$ cat config.mk
export PLATFORM = sky130hd
export DESIGN_NAME = sdtw_cell
export DESIGN_NICKNAME = d
export VERILOG_FILES = /design/src/rtl/core/sdtw_pkg.sv /design/src/rtl/core/sdtw_cell.sv
export SDC_FILE = /design/constraint.sdc
export NUM_CORES = 1
export LEC_CHECK = 0
export BUFFER_PORTS_ARGS = -buffer_cell sky130_fd_sc_hd__buf_4
export CORE_MARGIN = 1.5
export CORE_UTILIZATION = 40
export DETAILED_ROUTE_END_ITERATION = 8
export GPL_TIMING_DRIVEN = 0
export PLACE_DENSITY = 0.66
export SLEW_MARGIN = 20
export SYNTH_ARGS = -nofsm -noshare
export SYNTH_HDL_FRONTEND = slang
export SYNTH_SLANG_ARGS = --single-unit
$ cat constraint.sdc
create_clock -name clk -period 18.1 [get_ports clk]
set_input_delay 5.43 -clock clk [delete_from_list [all_inputs] [get_ports clk]]
set_output_delay 5.43 -clock clk [all_outputs]
set_load 0.01 [all_outputs]
$ cat src/rtl/core/sdtw_pkg.sv
// ----------------------------------------------------------------------------
// sdtw_pkg
// Shared types and constants for the subsequence DTW matcher.
// ----------------------------------------------------------------------------
package sdtw_pkg;

  localparam int QUERY_MAX_DEF   = 64;
  localparam int SAMPLE_BITS_DEF = 16;
  localparam int INDEX_BITS_DEF  = 20;
  localparam int COST_BITS_DEF   = 32;

  localparam int QIDX_BITS = 6;
  localparam int QLEN_BITS = 7;

  localparam logic OP_QUERY  = 1'b0;
  localparam logic OP_SERIES = 1'b1;

  typedef enum logic [1:0] {
    ST_IDLE,
    ST_RUN,
    ST_FINISH
  } state_t;

endpackage

$ cat src/rtl/core/sdtw_cell.sv
// ----------------------------------------------------------------------------
// sdtw_cell
// One query row of the DTW column: holds a query sample, the row cost and
// the start index, and hands the wavefront to the next row each cycle.
// ----------------------------------------------------------------------------
module sdtw_cell import sdtw_pkg::*; #(
  parameter int SAMPLE_BITS = SAMPLE_BITS_DEF,
  parameter int INDEX_BITS  = INDEX_BITS_DEF,
  parameter int COST_BITS   = COST_BITS_DEF
) (
  input  logic                          clk,
  input  logic                          rst_n,
  input  logic                          clear,
  input  logic                          active,
  input  logic                          q_wr,
  input  logic signed [SAMPLE_BITS-1:0] q_data,
  input  logic signed [SAMPLE_BITS-1:0] sample,
  input  logic                          tin_valid,
  input  logic [COST_BITS-1:0]          up_cost_in,
  input  logic [INDEX_BITS-1:0]         up_start_in,
  input  logic [COST_BITS-1:0]          diag_cost_in,
  input  logic [INDEX_BITS-1:0]         diag_start_in,
  output logic                          tout_valid,
  output logic [COST_BITS-1:0]          up_cost_out,
  output logic [INDEX_BITS-1:0]         up_start_out,
  output logic [COST_BITS-1:0]          diag_cost_out,
  output logic [INDEX_BITS-1:0]         diag_start_out
);

  localparam int WW = ((SAMPLE_BITS > COST_BITS) ? SAMPLE_BITS : COST_BITS) + 1;
  localparam logic [COST_BITS-1:0] INF = '1;

  logic signed [SAMPLE_BITS-1:0] q_r;
  logic [COST_BITS-1:0]          cost_r;
  logic [INDEX_BITS-1:0]         start_r;
  logic                          tok_r;
  logic [COST_BITS-1:0]          up_cost_r;
  logic [INDEX_BITS-1:0]         up_start_r;
  logic [COST_BITS-1:0]          diag_cost_r;
  logic [INDEX_BITS-1:0]         diag_start_r;

  logic signed [SAMPLE_BITS:0]   diff;
  logic [SAMPLE_BITS-1:0]        mag;
  logic [WW-1:0]                 mag_w;
  logic [WW-1:0]                 inf_w;
  logic [COST_BITS-1:0]          cell_cost;
  logic [COST_BITS-1:0]          pick_cost;
  logic [INDEX_BITS-1:0]         pick_start;
  logic [COST_BITS:0]            sum;
  logic [COST_BITS-1:0]          cost_nxt;
  logic [INDEX_BITS-1:0]         start_nxt;

  always_comb begin
    diff  = {q_r[SAMPLE_BITS-1], q_r} - {sample[SAMPLE_BITS-1], sample};
    mag   = diff[SAMPLE_BITS] ? SAMPLE_BITS'(-diff) : diff[SAMPLE_BITS-1:0];
    mag_w = WW'(mag);
    inf_w = WW'(INF);
    cell_cost = (mag_w >= inf_w) ? INF : mag_w[COST_BITS-1:0];

    if (diag_cost_in <= up_cost_in && diag_cost_in <= cost_r) begin
      pick_cost  = diag_cost_in;
      pick_start = diag_start_in;
    end else if (up_cost_in < cost_r) begin
      pick_cost  = up_cost_in;
      pick_start = up_start_in;
    end else begin
      pick_cost  = cost_r;
      pick_start = start_r;
    end

    sum = {1'b0, cell_cost} + {1'b0, pick_cost};
    if (cell_cost == INF || pick_cost == INF || sum >= {1'b0, INF}) begin
      cost_nxt = INF;
    end else begin
      cost_nxt = sum[COST_BITS-1:0];
    end
    start_nxt = pick_start;
  end

  always_ff @(posedge clk) begin
    if (q_wr) begin
      q_r <= q_data;
    end
  end

  always_ff @(posedge clk) begin
    if (!rst_n || clear) begin
      cost_r  <= INF;
      start_r <= '0;
    end else if (tin_valid && active) begin
      cost_r  <= cost_nxt;
      start_r <= start_nxt;
    end
  end

  always_ff @(posedge clk) begin
    if (!rst_n) begin
      tok_r <= 1'b0;
    end else begin
      tok_r <= tin_valid;
    end
  end

  // register the wavefront for the next row; rows beyond the query length pass it through
  always_ff @(posedge clk) begin
    if (tin_valid) begin
      up_cost_r    <= active ? cost_nxt : up_cost_in;
      up_start_r   <= active ? start_nxt : up_start_in;
      diag_cost_r  <= cost_r;
      diag_start_r <= start_r;
    end
  end

  assign tout_valid     = tok_r;
  assign up_cost_out    = up_cost_r;
  assign up_start_out   = up_start_r;
  assign diag_cost_out  = diag_cost_r;
  assign diag_start_out = diag_start_r;

endmodule

# [After elaboration in Yosys (flattened, before gate mapping)]
# Cells that the tools add are included.
[totals] out_inout_bits=105 reg_bits=173
[classes] reduce_logical=5 muxes=8 n_eq_ne=1 order_cmp=4 n_addsub=3
[ops] cell="$mux 32" count=4
[ops] cell="$le 32x32->1" count=2
[ops] cell="$mux 20" count=3
[ops] cell="$add 16x32->33" count=1
[ops] cell="$ge 33x32->1 const B" count=1
[ops] cell="$eq 32x32->1 const B" count=1
[ops] cell="$lt 32x32->1" count=1
[ops] cell="$sub 16x16->17" count=1
[ops] cell="$mux 16" count=1
[ops] cell="$neg 16->16" count=1
[ops] cell="$logic_and 1x1->1" count=2
[ops] cell="$logic_or 1x1->1" count=2
[ops] cell="$logic_not 1->1" count=1

# [Depth between registers and ports, before layout]
# Gate-level depths: netlist of run 1.
[logic_depth] word_depth=8 depth_mapped=29 depth_no_buf=23

# [Worst setup path before layout of run 1]
# Ideal clock, no wire load.
[synth_timing] path_type="input port to flip-flop" from="input port diag_cost_in[14]" to="register up_cost_r[26] (netlist: up_cost_out[26]), data pin" n_path_buf=5 slack_ns=6.811 t_required_ns=17.833 t_arrival_ns=11.022 cell_stages=26 setup_ns=0.267 path_cell_list="ha_1 -> a21oi_1 -> nand2_1 -> a221o_1 -> o311a_1 -> a2111oi_2 -> clkbuf_1 -> clkbuf_1 -> clkbuf_1 -> clkbuf_1 -> o21ai_0 -> ha_1 -> fa_1 -> a21o_1 -> a21oi_1 -> o21bai_1 -> a21oi_1 -> nor2b_1 -> nor2_1 -> o21a_1 -> a221oi_1 -> or2_1 -> a41oi_1 -> and2_1 -> buf_2 -> a31oi_1"
[synth_via] elab_chain_len=8
[synth_lines] item="start: declaration" line_no="sdtw_cell.sv:21" text="input logic [COST_BITS-1:0] diag_cost_in,"
[synth_lines] item="$le 32x32->1" line_no="sdtw_cell.sv:60" text="if (diag_cost_in <= up_cost_in && diag_cost_in <= cost_r) begin"
[synth_lines] item="$logic_and 1x1->1" line_no="sdtw_cell.sv:60"
[synth_lines] item="$mux 32 (*)" line_no="sdtw_cell.sv:60"
[synth_lines] item="$add 16x32->33" line_no="sdtw_cell.sv:71" text="sum = {1'b0, cell_cost} + {1'b0, pick_cost};"
[synth_lines] item="$ge 33x32->1" line_no="sdtw_cell.sv:72" text="if (cell_cost == INF || pick_cost == INF || sum >= {1'b0, INF}) begin"
[synth_lines] item="$logic_or 1x1->1" line_no="sdtw_cell.sv:72"
[synth_lines] item="$mux 32 (*)" line_no="sdtw_cell.sv:72"
[synth_lines] item="$mux 32 (*)" line_no="sdtw_cell.sv:107" text="up_cost_r <= active ? cost_nxt : up_cost_in;"
[synth_lines] item="end signal: assignment" line_no="sdtw_cell.sv:107"
[synth_lines] item="end: declaration" line_no="sdtw_cell.sv:37" text="logic [COST_BITS-1:0] up_cost_r;"
# Mark *: on every way between the ends. The rest lies on a longest branch, timed or not.
# A chain may end at the register's enable or synchronous reset.

# [Final worst setup path of run 1]
[layout_timing] from="input port up_cost_in[31]" to="register up_cost_r[26] (netlist: up_cost_out[26]), data pin"
[layout_via] elab_chain_len=8
[layout_lines] item="start: declaration" line_no="sdtw_cell.sv:19" text="input logic [COST_BITS-1:0] up_cost_in,"
[layout_lines] item="$lt 32x32->1 or $le 32x32->1 (tied branches)" line_no="sdtw_cell.sv:63, sdtw_cell.sv:60"
[layout_lines] item="$mux 32 or $logic_and 1x1->1 (tied branches)" line_no="sdtw_cell.sv:63, sdtw_cell.sv:60"
[layout_lines] item="$mux 32 (*)" line_no="sdtw_cell.sv:60"
[layout_lines] item="$add 16x32->33" line_no="sdtw_cell.sv:71"
[layout_lines] item="$ge 33x32->1" line_no="sdtw_cell.sv:72"
[layout_lines] item="$logic_or 1x1->1" line_no="sdtw_cell.sv:72"
[layout_lines] item="$mux 32 (*)" line_no="sdtw_cell.sv:72"
[layout_lines] item="$mux 32 (*)" line_no="sdtw_cell.sv:107"
# Marks and branches as above.

==> results.yml, run 1 <==
flow_run:
  max-cap-violations: 0
pwr:
  powerDensity_mw_per_mm2: 97.1
  fin_total_pwr_w: 0.00144
  irDropWorstVdd_v: 0.0000629
  power_leakage_nw: 6.67
critical_path:
  r2r_start: "cost_r[31]$_SDFFE_PP1P_"
  cp_max_fo: 10
  critPathRequiredTime_ns: 18.25
  slowest_stage: "o211ai_1"
  cp-end-kind: "flip-flop"
  critPathLaunchType: "input pin"
  cp_slowest_stage_delay_ns: 0.86
  reg2reg_depth: 26
  path_class: "in -> reg"
  ff2ff_setup_slack_ns: 8.70
  cp.arrival_ns: 14.18
  crit_top_cell: "clkbuf_1"
  r2r_end: "up_cost_out[26]$_DFFE_PP_"
detailed_routing:
  drt_iter0_drc: 1113
  post-route-drc-count: 0
  dr.pass1.iters: 5
  vias: 11213
  viasPerCell: 5.79
  antenna_left: 0
  wirelength_mm: 40.3
  post_drt_wl_per_cell_um: 20.8
clock_tree:
  cts_tree: "yes"
  cts.sinks: 173
  cts.path.max_buffers: 2
  ctsResizeCount: 0
  clk_latency_ns: 0.45
  post_cts_buffers: 0
  cts_buffers: 17
  clk_pin_slew_ns: 0.07
  cts_root_buf: "clkbuf_16"
  htree_levels: 4
  ctsHoldBuffers: 0
global_route:
  grt_pass1_wl_mm: 61.7
  grt_most_used_layer: "met2"
  grt_max_degree: 107
  grt_pass1_vias: 10783
  met1_usage: 0.358
  antenna_found_initial: 0
  grtUsageMet3: 0.0468
  overflow: 0
  grt_util_all_layers: 0.263
  grtUsageMet2: 0.417
floorplanning:
  fp.dieW_um: 175
  design.die.area_mm2: 0.0307
  io_pins: 247
  fp.dieH_um: 175
  start_util: 0.409
  core-area_mm2: 0.0289
  rows: 62
timing:
  setup-tns-final_ns: 0
  fin_crit_sh: 0.775
  clock_skew_ns: 0.0163
  fmax_ghz: 0.0713
  finalHoldViolations: 0
  rsz0062_at_grt: "false"
  setup_viol: 0
  drv_slew: 0
  timing.slew.headroom: 0.307
  tightest_slew_ns: 1.03
  min_period_ns: 14.03
final_layout:
  diodes: 0
  final_area_mm2: 0.0148
  nNetsFinal: 1812
  layout-drive-gt1-share: 0.192
  fillers: 2699
  areaGrowthSynthToFinish_pct: 25.0
yosys:
  synthCells: 1276
  yosysTopAreaCellShare: 0.304
  yosysTopAreaCell: "edfxtp_1"
  yosysWarnings: 0
  async_flop_share: 0
  synth_area_leaders: "edfxtp_1 (30%), ha_1 (13%), dfxtp_1 (9.0%)"
  ys.flop_type: "edfxtp_1"
  ys_ff_latch: 173
  syn_area_per_cell_um2: 9.28
  ys_types: 71
  ys_seq_area_frac: 0.394
  syn_area_mm2: 0.0118
  synth-edff-count: 120
  synth_fp_nets: 1547
min_path:
  min_path_cells: 0
  min_path_type: "reg -> reg"
  holdPathEnd: "diag_start_out[14]$_DFFE_PP_"
  min_from: "start_r[14]$_SDFFE_PP0P_"
status:
  status: "complete, no violations"
place:
  dp_hpwl_mm: 31.1
  place.gp.congestion: 0.955
  dpl_cell_area_mm2: 0.0142
  port_buffers: 246
## placed cells by master, fill, tap and decap left out, types with 7 or more instances in the layout
cell and n:
nor3_1 12, xor2_1 22, nor2_1 104, o22ai_1 41, nor2b_1 7, mux2i_1 35, a211oi_1 7, clkbuf_1 41
buf_4 245, inv_1 96, o22a_1 22, clkbuf_16 17, a31oi_1 9, nand3_1 37, o211ai_1 13, nand4_1 46
a21o_1 17, nand2_1 67, xnor2_1 32, ha_1 127, o21ai_0 69, edfxtp_1 120, nor4_1 11, dfxtp_1 53
and2_1 9, a21oi_1 167, buf_2 10
## worst max-delay path, delay by kind of cell
kind | cells | cell delay [ns]
simple gates | 5 | 1.61
buf+inv | 7 | 2.68
compound gates | 13 | 3.77
fa+ha+maj | 2 | 0.67
## Yosys cell counts, types with 9 or more instances
master	instances
and2_1	9
o22a_1	22
a21oi_1	167
inv_1	96
nand2_1	67
nor4_1	12
nand4_1	46
edfxtp_1	120
xnor2_1	32
o22ai_1	41
a21o_1	17
o211ai_1	13
ha_1	127
xor2_1	22
o21ai_0	69
dfxtp_1	53
nor3_1	12
nand3_1	37
nor2_1	104
buf_2	10
mux2i_1	35
a31oi_1	9
clkbuf_1	41
## layout make-up
cell class | count | area, um^2 | area share
Multi-Input combinational cell | 953 | 6610 | 0.447
Sequential cell | 173 | 4660 | 0.315
Buffer | 54 | 215 | 0.0145
Tap cell | 384 | 480 | 0.0325
Clock buffer | 17 | 425 | 0.0287
Clock inverter | 15 | 195 | 0.0132
Inverter | 96 | 360 | 0.0243
Timing Repair Buffer | 246 | 1850 | 0.125
## flip-flops by register name, summed over array words and instances (netlist names)
register	flops
tout_valid	1
q_r	16
diag_start_out	20
up_cost_out	32
cost_r	32
up_start_out	20
start_r	20
diag_cost_out	32
## metrics by stage
| stage | cells | worst slack [ns] | utilization | hold slack, ns |
|---|---|---|---|---|
| floorplan | 1276 | 6.81 | - | 0.426 |
| global placement | 1906 | 3.69 | 0.490 | 0.435 |
| finish | 1938 | 4.07 | 0.512 | 0.465 |
| detailed placement | 1906 | 3.60 | 0.490 | 0.442 |
| global route | 1938 | 3.60 | 0.512 | 0.477 |
| CTS | 1938 | 4.05 | 0.511 | 0.459 |
## worst max path at each step
| stage | start | end | slack, ns | cells past startpoint |
|---|---|---|---|---|
| after floorplan | diag_cost_in[14] | up_cost_out[26]$_DFFE_PP_ | 6.81 | 26 |
| after global placement | up_cost_in[31] | up_cost_out[26]$_DFFE_PP_ | 3.69 | 28 |
| after detailed placement | up_cost_in[31] | up_cost_out[26]$_DFFE_PP_ | 3.60 | 28 |
| after CTS | up_cost_in[31] | up_cost_out[26]$_DFFE_PP_ | 4.05 | 28 |
| after global routing | up_cost_in[31] | up_cost_out[26]$_DFFE_PP_ | 3.60 | 29 |
| final | up_cost_in[31] | up_cost_out[26]$_DFFE_PP_ | 4.07 | 27 |
## power breakdown
group / switching (W) / internal (W)
combinational: 0.000338 / 0.000222
sequential: 0.0000201 / 0.000468
clock: 0.000189 / 0.000200
## logic make-up (layout without fill, tap and decap cells)
group	after synthesis	count (layout)	synth area share
simple gates	322	322	0.132
fa+ha+maj	129	129	0.138
compound gates	411	411	0.216
flops	173	173	0.394
buf+inv	150	428	0.0486
xor+xnor	55	55	0.0418
mux	36	36	0.0305
## metal layers
metal  vias to the layer above  share of wire
met5                         -              0
met4                         0          0.030
met2                       503           0.46
met3                        64          0.075
met1                      5308           0.44
li1                       5338              -
Power figures use the tool's default switching activity.
==> run 2, diff against run 1 <==
- PLACE_DENSITY: 0.66 -> 0.69
- clock period: 18.1 -> 12.68 ns (I/O delays scaled with it)
==> run 2 against run 1 <==
Against the previous run:
- global-route usage shrank 0.83 points
- setup slack lost 3.8 ns
- power grew 42%
- highest routed layer unchanged
==> results.yml, run 2 (same netlist as run 1, synthesis figures left out) <==
pwr:
  powerDensity_mw_per_mm2: 138
  p_seq_frac: 0.341
  swShare: 0.380
  power_leakage_nw: 6.65
  power.share.clock: 0.268
  p_comb_frac: 0.391
  irDropWorstVdd_v: 0.0000884
  p_sw_w: 0.000776
  internal_power_w: 0.00127
detailed_routing:
  post-route-drc-count: 0
  dr.pass1.iters: 5
  drt_iter0_drc: 925
  vias: 11224
  post_drt_wl_per_cell_um: 20.6
  wirelength_mm: 39.8
  antenna_left: 0
  viasPerCell: 5.79
timing:
  drv_slew: 0
  timing.slew.headroom: 0.339
  setup_ws_ns: 0.314
  fin_crit_sh: 0.975
  clock_skew_ns: 0.0187
  finalHoldViolations: 0
  rsz0062_at_grt: "false"
  setup_viol: 0
  min_period_ns: 12.37
  fmax_ghz: 0.0809
  tightest_slew_ns: 0.992
critical_path:
  path_class: "in -> reg"
  cp_num_cells: 28
  cp.arrival_ns: 12.50
  cp_slowest_stage_delay_ns: 0.66
  cp-end-kind: "flip-flop"
  crit_end: "up_cost_out[26]$_DFFE_PP_"
  ff2ff_setup_slack_ns: 3.51
  cp_max_fo: 10
  slowest_stage: "nor4_2"
  crit_start: "up_cost_in[31]"
  r2r_end: "up_cost_out[26]$_DFFE_PP_"
  cp_top_family: "compound AO/OA/AOI/OAI gates"
  reg2reg_depth: 27
  r2r_start: "cost_r[31]$_SDFFE_PP1P_"
  crit_top_cell: "clkbuf_1"
  worst-path-buf-inv: 8
  critPathLaunchType: "input pin"
  critPathRequiredTime_ns: 12.81
status:
  status: "complete, no violations"
final_layout:
  multi_input_area_mm2: 0.00662
  areaGrowthSynthToFinish_pct: 24.9
  final_common_cell: "buf_4"
  layout_common_cells: "buf_4 (245), a21oi_1 (167), ha_1 (127)"
  final_area_mm2: 0.0148
  diodes: 0
  layout-drive-gt1-share: 0.192
  register_area_mm2: 0.00466
  fin_util: 0.511
  fillers: 2662
  nNetsFinal: 1812
place:
  dpl_cell_area_mm2: 0.0142
  pre_cts_slack_ns: -0.263
  dp_hpwl_mm: 30.8
  place.gp.congestion: 0.963
  port_buffers: 246
global_route:
  grt_util_all_layers: 0.255
  overflow: 0
  grt_max_degree: 107
  grt_pass1_wl_mm: 59.3
  antenna_found_initial: 1
  grt_pass1_vias: 10547
floorplanning:
  start_util: 0.409
  fp.dieH_um: 175
  design.die.area_mm2: 0.0307
  fp.dieW_um: 175
  rows: 62
  core-area_mm2: 0.0289
  io_pins: 247
min_path:
  min_path_type: "reg -> reg"
clock_tree:
  cts_tree: "yes"
  ctsHoldBuffers: 0
  cts_buffers: 17
  cts.sinks: 173
  post_cts_buffers: 0
  htree_levels: 4
  clk_latency_ns: 0.45
  clk_pin_slew_ns: 0.08
  cts_root_buf: "clkbuf_16"
  cts.path.max_buffers: 2
flow_run:
  max-cap-violations: 0
run 2: cell type report:
| class | count | area share |
|---|---|---|
| inverters | 96 | 0.0244 |
| flip-flops and latches | 173 | 0.315 |
| clock inverters | 15 | 0.0118 |
| clock buffers | 17 | 0.0288 |
| well taps | 384 | 0.0325 |
| repair buffers | 246 | 0.125 |
| multi-input cells | 953 | 0.448 |
| plain buffers | 54 | 0.0146 |
run 2: through the flow:
stage | power [W] | setup TNS [ns] | cells | hold slack [ns]
finish | 0.00204 | 0 | 1938 | 0.445
floorplan | 0.00120 | 0 | 1276 | 0.426
global route | 0.00214 | 0 | 1938 | 0.445
global placement | 0.00148 | -5.35 | 1906 | 0.437
detailed placement | 0.00149 | -3.43 | 1906 | 0.437
CTS | 0.00204 | 0 | 1938 | 0.445
run 2: what timing repair did:
item,4_1_cts,5_1_grt
gates resized for setup,0,4
hold endpoints to repair,0,0
setup endpoints to repair,0,62
run 2: worst min-delay path by stage:
stage                             start                      endpoint  slack [ns]  cells after the start
5_1_grt        start_r[17]$_SDFFE_PP0P_  diag_start_out[17]$_DFFE_PP_        0.45                      0
6_report       start_r[17]$_SDFFE_PP0P_  diag_start_out[17]$_DFFE_PP_        0.44                      0
2_1_floorplan   start_r[0]$_SDFFE_PP0P_   diag_start_out[0]$_DFFE_PP_        0.43                      0
3_5_place_dp   start_r[19]$_SDFFE_PP0P_  diag_start_out[19]$_DFFE_PP_        0.44                      0
4_1_cts        start_r[17]$_SDFFE_PP0P_  diag_start_out[17]$_DFFE_PP_        0.45                      0
3_3_place_gp   start_r[15]$_SDFFE_PP0P_  diag_start_out[15]$_DFFE_PP_        0.44                      0
run 2: worst register-to-register path: cells and delay by family (launching register included):
kind	cells	cell delay, ns
AO/OA/AOI/OAI	11	2.99
adder cells (fa/ha/maj)	2	0.70
buffers and inverters	7	2.77
flip-flops	1	0.40
AND/OR/NAND/NOR	7	1.98
run 2: metal layers:
| metal | track usage | up-vias | wire [um] |
|---|---|---|---|
| met4 | 0.0922 | 0 | 1120 |
| met1 | 0.339 | 5321 | 17400 |
| met3 | 0.0457 | 66 | 2810 |
| li1 | - | 5340 | - |
| met5 | 0 | - | 0 |
| met2 | 0.414 | 497 | 18500 |
run 2: power by group through the flow:
stage	Clock [W]	Sequential (W)	Combinational, W
2_1_floorplan	0	0.000718	0.000485
3_3_place_gp	0	0.000709	0.000775
3_5_place_dp	0	0.000708	0.000782
6_report	0.000547	0.000697	0.000798
4_1_cts	0.000554	0.000697	0.000789
5_1_grt	0.000571	0.000702	0.000865
==> run 3, diff against run 2 <==
- MAX_ROUTING_LAYER: default -> met4
==> run 3 against run 2 <==
Against the previous run:
- hold slack improved by 0.010 ns
- final cell count did not move
- setup slack improved by 0.15 ns
- sequential power barely moved
- power barely moved
- sequential share of layout area barely moved
- largest power group unchanged
==> results.yml, run 3 (same netlist as run 1, synthesis figures left out) <==
critical_path:
  cp_max_fo: 10
  slowest_stage: "nor4_2"
  critPathLaunchType: "input pin"
  path_class: "in -> reg"
  critPathRequiredTime_ns: 12.82
  cp.arrival_ns: 12.35
  cp_slowest_stage_delay_ns: 0.66
  cp-end-kind: "flip-flop"
  crit_top_cell: "clkbuf_1"
timing:
  fin_crit_sh: 0.963
  min_period_ns: 12.22
  setup_viol: 0
  fmax_ghz: 0.0819
  timing.slew.headroom: 0.350
  setup_ws_ns: 0.464
  tightest_slew_ns: 0.975
  clock_skew_ns: 0.0231
  rsz0062_at_grt: "false"
  setup-tns-final_ns: 0
  drv_slew: 0
  finalHoldViolations: 0
flow_run:
  max-cap-violations: 0
final_layout:
  stdcell_count: 1938
  multi_input_area_mm2: 0.00662
  diodes: 0
  register_area_mm2: 0.00466
  layout_common_cells: "buf_4 (245), a21oi_1 (167), ha_1 (127)"
  fillers: 2678
  layout-drive-gt1-share: 0.192
  final_common_cell: "buf_4"
  nNetsFinal: 1812
  areaGrowthSynthToFinish_pct: 24.9
  fin_util: 0.511
floorplanning:
  fp.dieH_um: 175
  fp.dieW_um: 175
  io_pins: 247
  start_util: 0.409
  rows: 62
  design.die.area_mm2: 0.0307
  core-area_mm2: 0.0289
pwr:
  fin_total_pwr_w: 0.00204
  irDropWorstVdd_v: 0.0000826
  power_leakage_nw: 6.65
  powerDensity_mw_per_mm2: 138
clock_tree:
  cts.path.max_buffers: 2
  clk_pin_slew_ns: 0.08
  htree_levels: 4
  cts_tree: "yes"
  cts_root_buf: "clkbuf_16"
  cts.sinks: 173
  clk_latency_ns: 0.45
  post_cts_buffers: 0
  cts_buffers: 17
place:
  place.gp.congestion: 1.02
  dp_hpwl_mm: 31.2
  port_buffers: 246
  pre_cts_slack_ns: 0.0822
  dpl.cell_count: 1906
min_path:
  min_path_type: "reg -> reg"
global_route:
  overflow: 0
  antenna_found_initial: 0
  grt_pass1_vias: 11016
  grt_max_degree: 107
  grt_util_all_layers: 0.271
  grt_pass1_wl_mm: 61.9
detailed_routing:
  antenna_left: 0
  post-route-drc-count: 0
  dr.pass1.iters: 8
  post_drt_wl_per_cell_um: 20.9
  viasPerCell: 5.83
  drt_iter0_drc: 1040
  wirelength_mm: 40.4
  vias: 11307
status:
  status: "complete, no violations"
run 3: changes by cell type in the layout (fill, tap and decap cells not counted):
cell | previous run | this run
clkinv_8 | 3 | 4
clkinv_1 | 1 | 0
clkinv_2 | 1 | 2
clkbuf_2 | 1 | 0
inv_8 | 4 | 3
clkbuf_1 | 40 | 41
run 3: through the flow:
stage          area, um^2  hold WS (ns)
3_3_place_gp        14200         0.438
4_1_cts             14800         0.454
6_report            14800         0.455
3_5_place_dp        14200         0.441
5_1_grt             14800         0.477
2_1_floorplan       11800         0.426
run 3: final cells by class:
| type | instances | area share |
|---|---|---|
| Multi-Input combinational cell | 953 | 0.447 |
| Clock buffer | 17 | 0.0288 |
| Clock inverter | 15 | 0.0122 |
| Sequential cell | 173 | 0.315 |
| Buffer | 54 | 0.0145 |
| Inverter | 96 | 0.0244 |
| Timing Repair Buffer | 246 | 0.125 |
| Tap cell | 384 | 0.0325 |
run 3: path summary, 6_finish.rpt:
path / startpoint / end / cells past startpoint / slack [ns]
worst max register to register: cost_r[31]$_SDFFE_PP1P_ / up_cost_out[26]$_DFFE_PP_ / 28 / 3.48
worst min-delay path: start_r[19]$_SDFFE_PP0P_ / diag_start_out[19]$_DFFE_PP_ / 0 / 0.46
worst min register to register: start_r[19]$_SDFFE_PP0P_ / diag_start_out[19]$_DFFE_PP_ / 0 / 0.46
worst max-delay path: up_cost_in[31] / up_cost_out[26]$_DFFE_PP_ / 29 / 0.46
run 3: what timing repair did:
item	4_1_cts	5_1_grt
setup endpoints to repair	0	25
resized for setup	0	2
hold buffers	0	0
run 3: metal layers:
metal  share of wire  global-route usage  wire, um  vias up
met1            0.45               0.357     18000     5404
li1                -                   -         -     5322
met5               0                   -         0        -
met2            0.46               0.426     18600      496
met3           0.061              0.0363      2480       85
met4           0.032              0.0976      1290        0
run 3: critical path: cells and delay by family:
kind,cells,cell delay (ns)
AOI/OAI and AO/OA,11,2.88
buffers and inverters,8,2.88
and+or+nand+nor,8,2.15
adders and majority gates,2,0.62
run 3: report_power, final:
part,total [W],switching (W),internal (W)
clock network,0.000545,0.000263,0.000282
registers,0.000696,0.0000281,0.000668
logic,0.000801,0.000483,0.000317
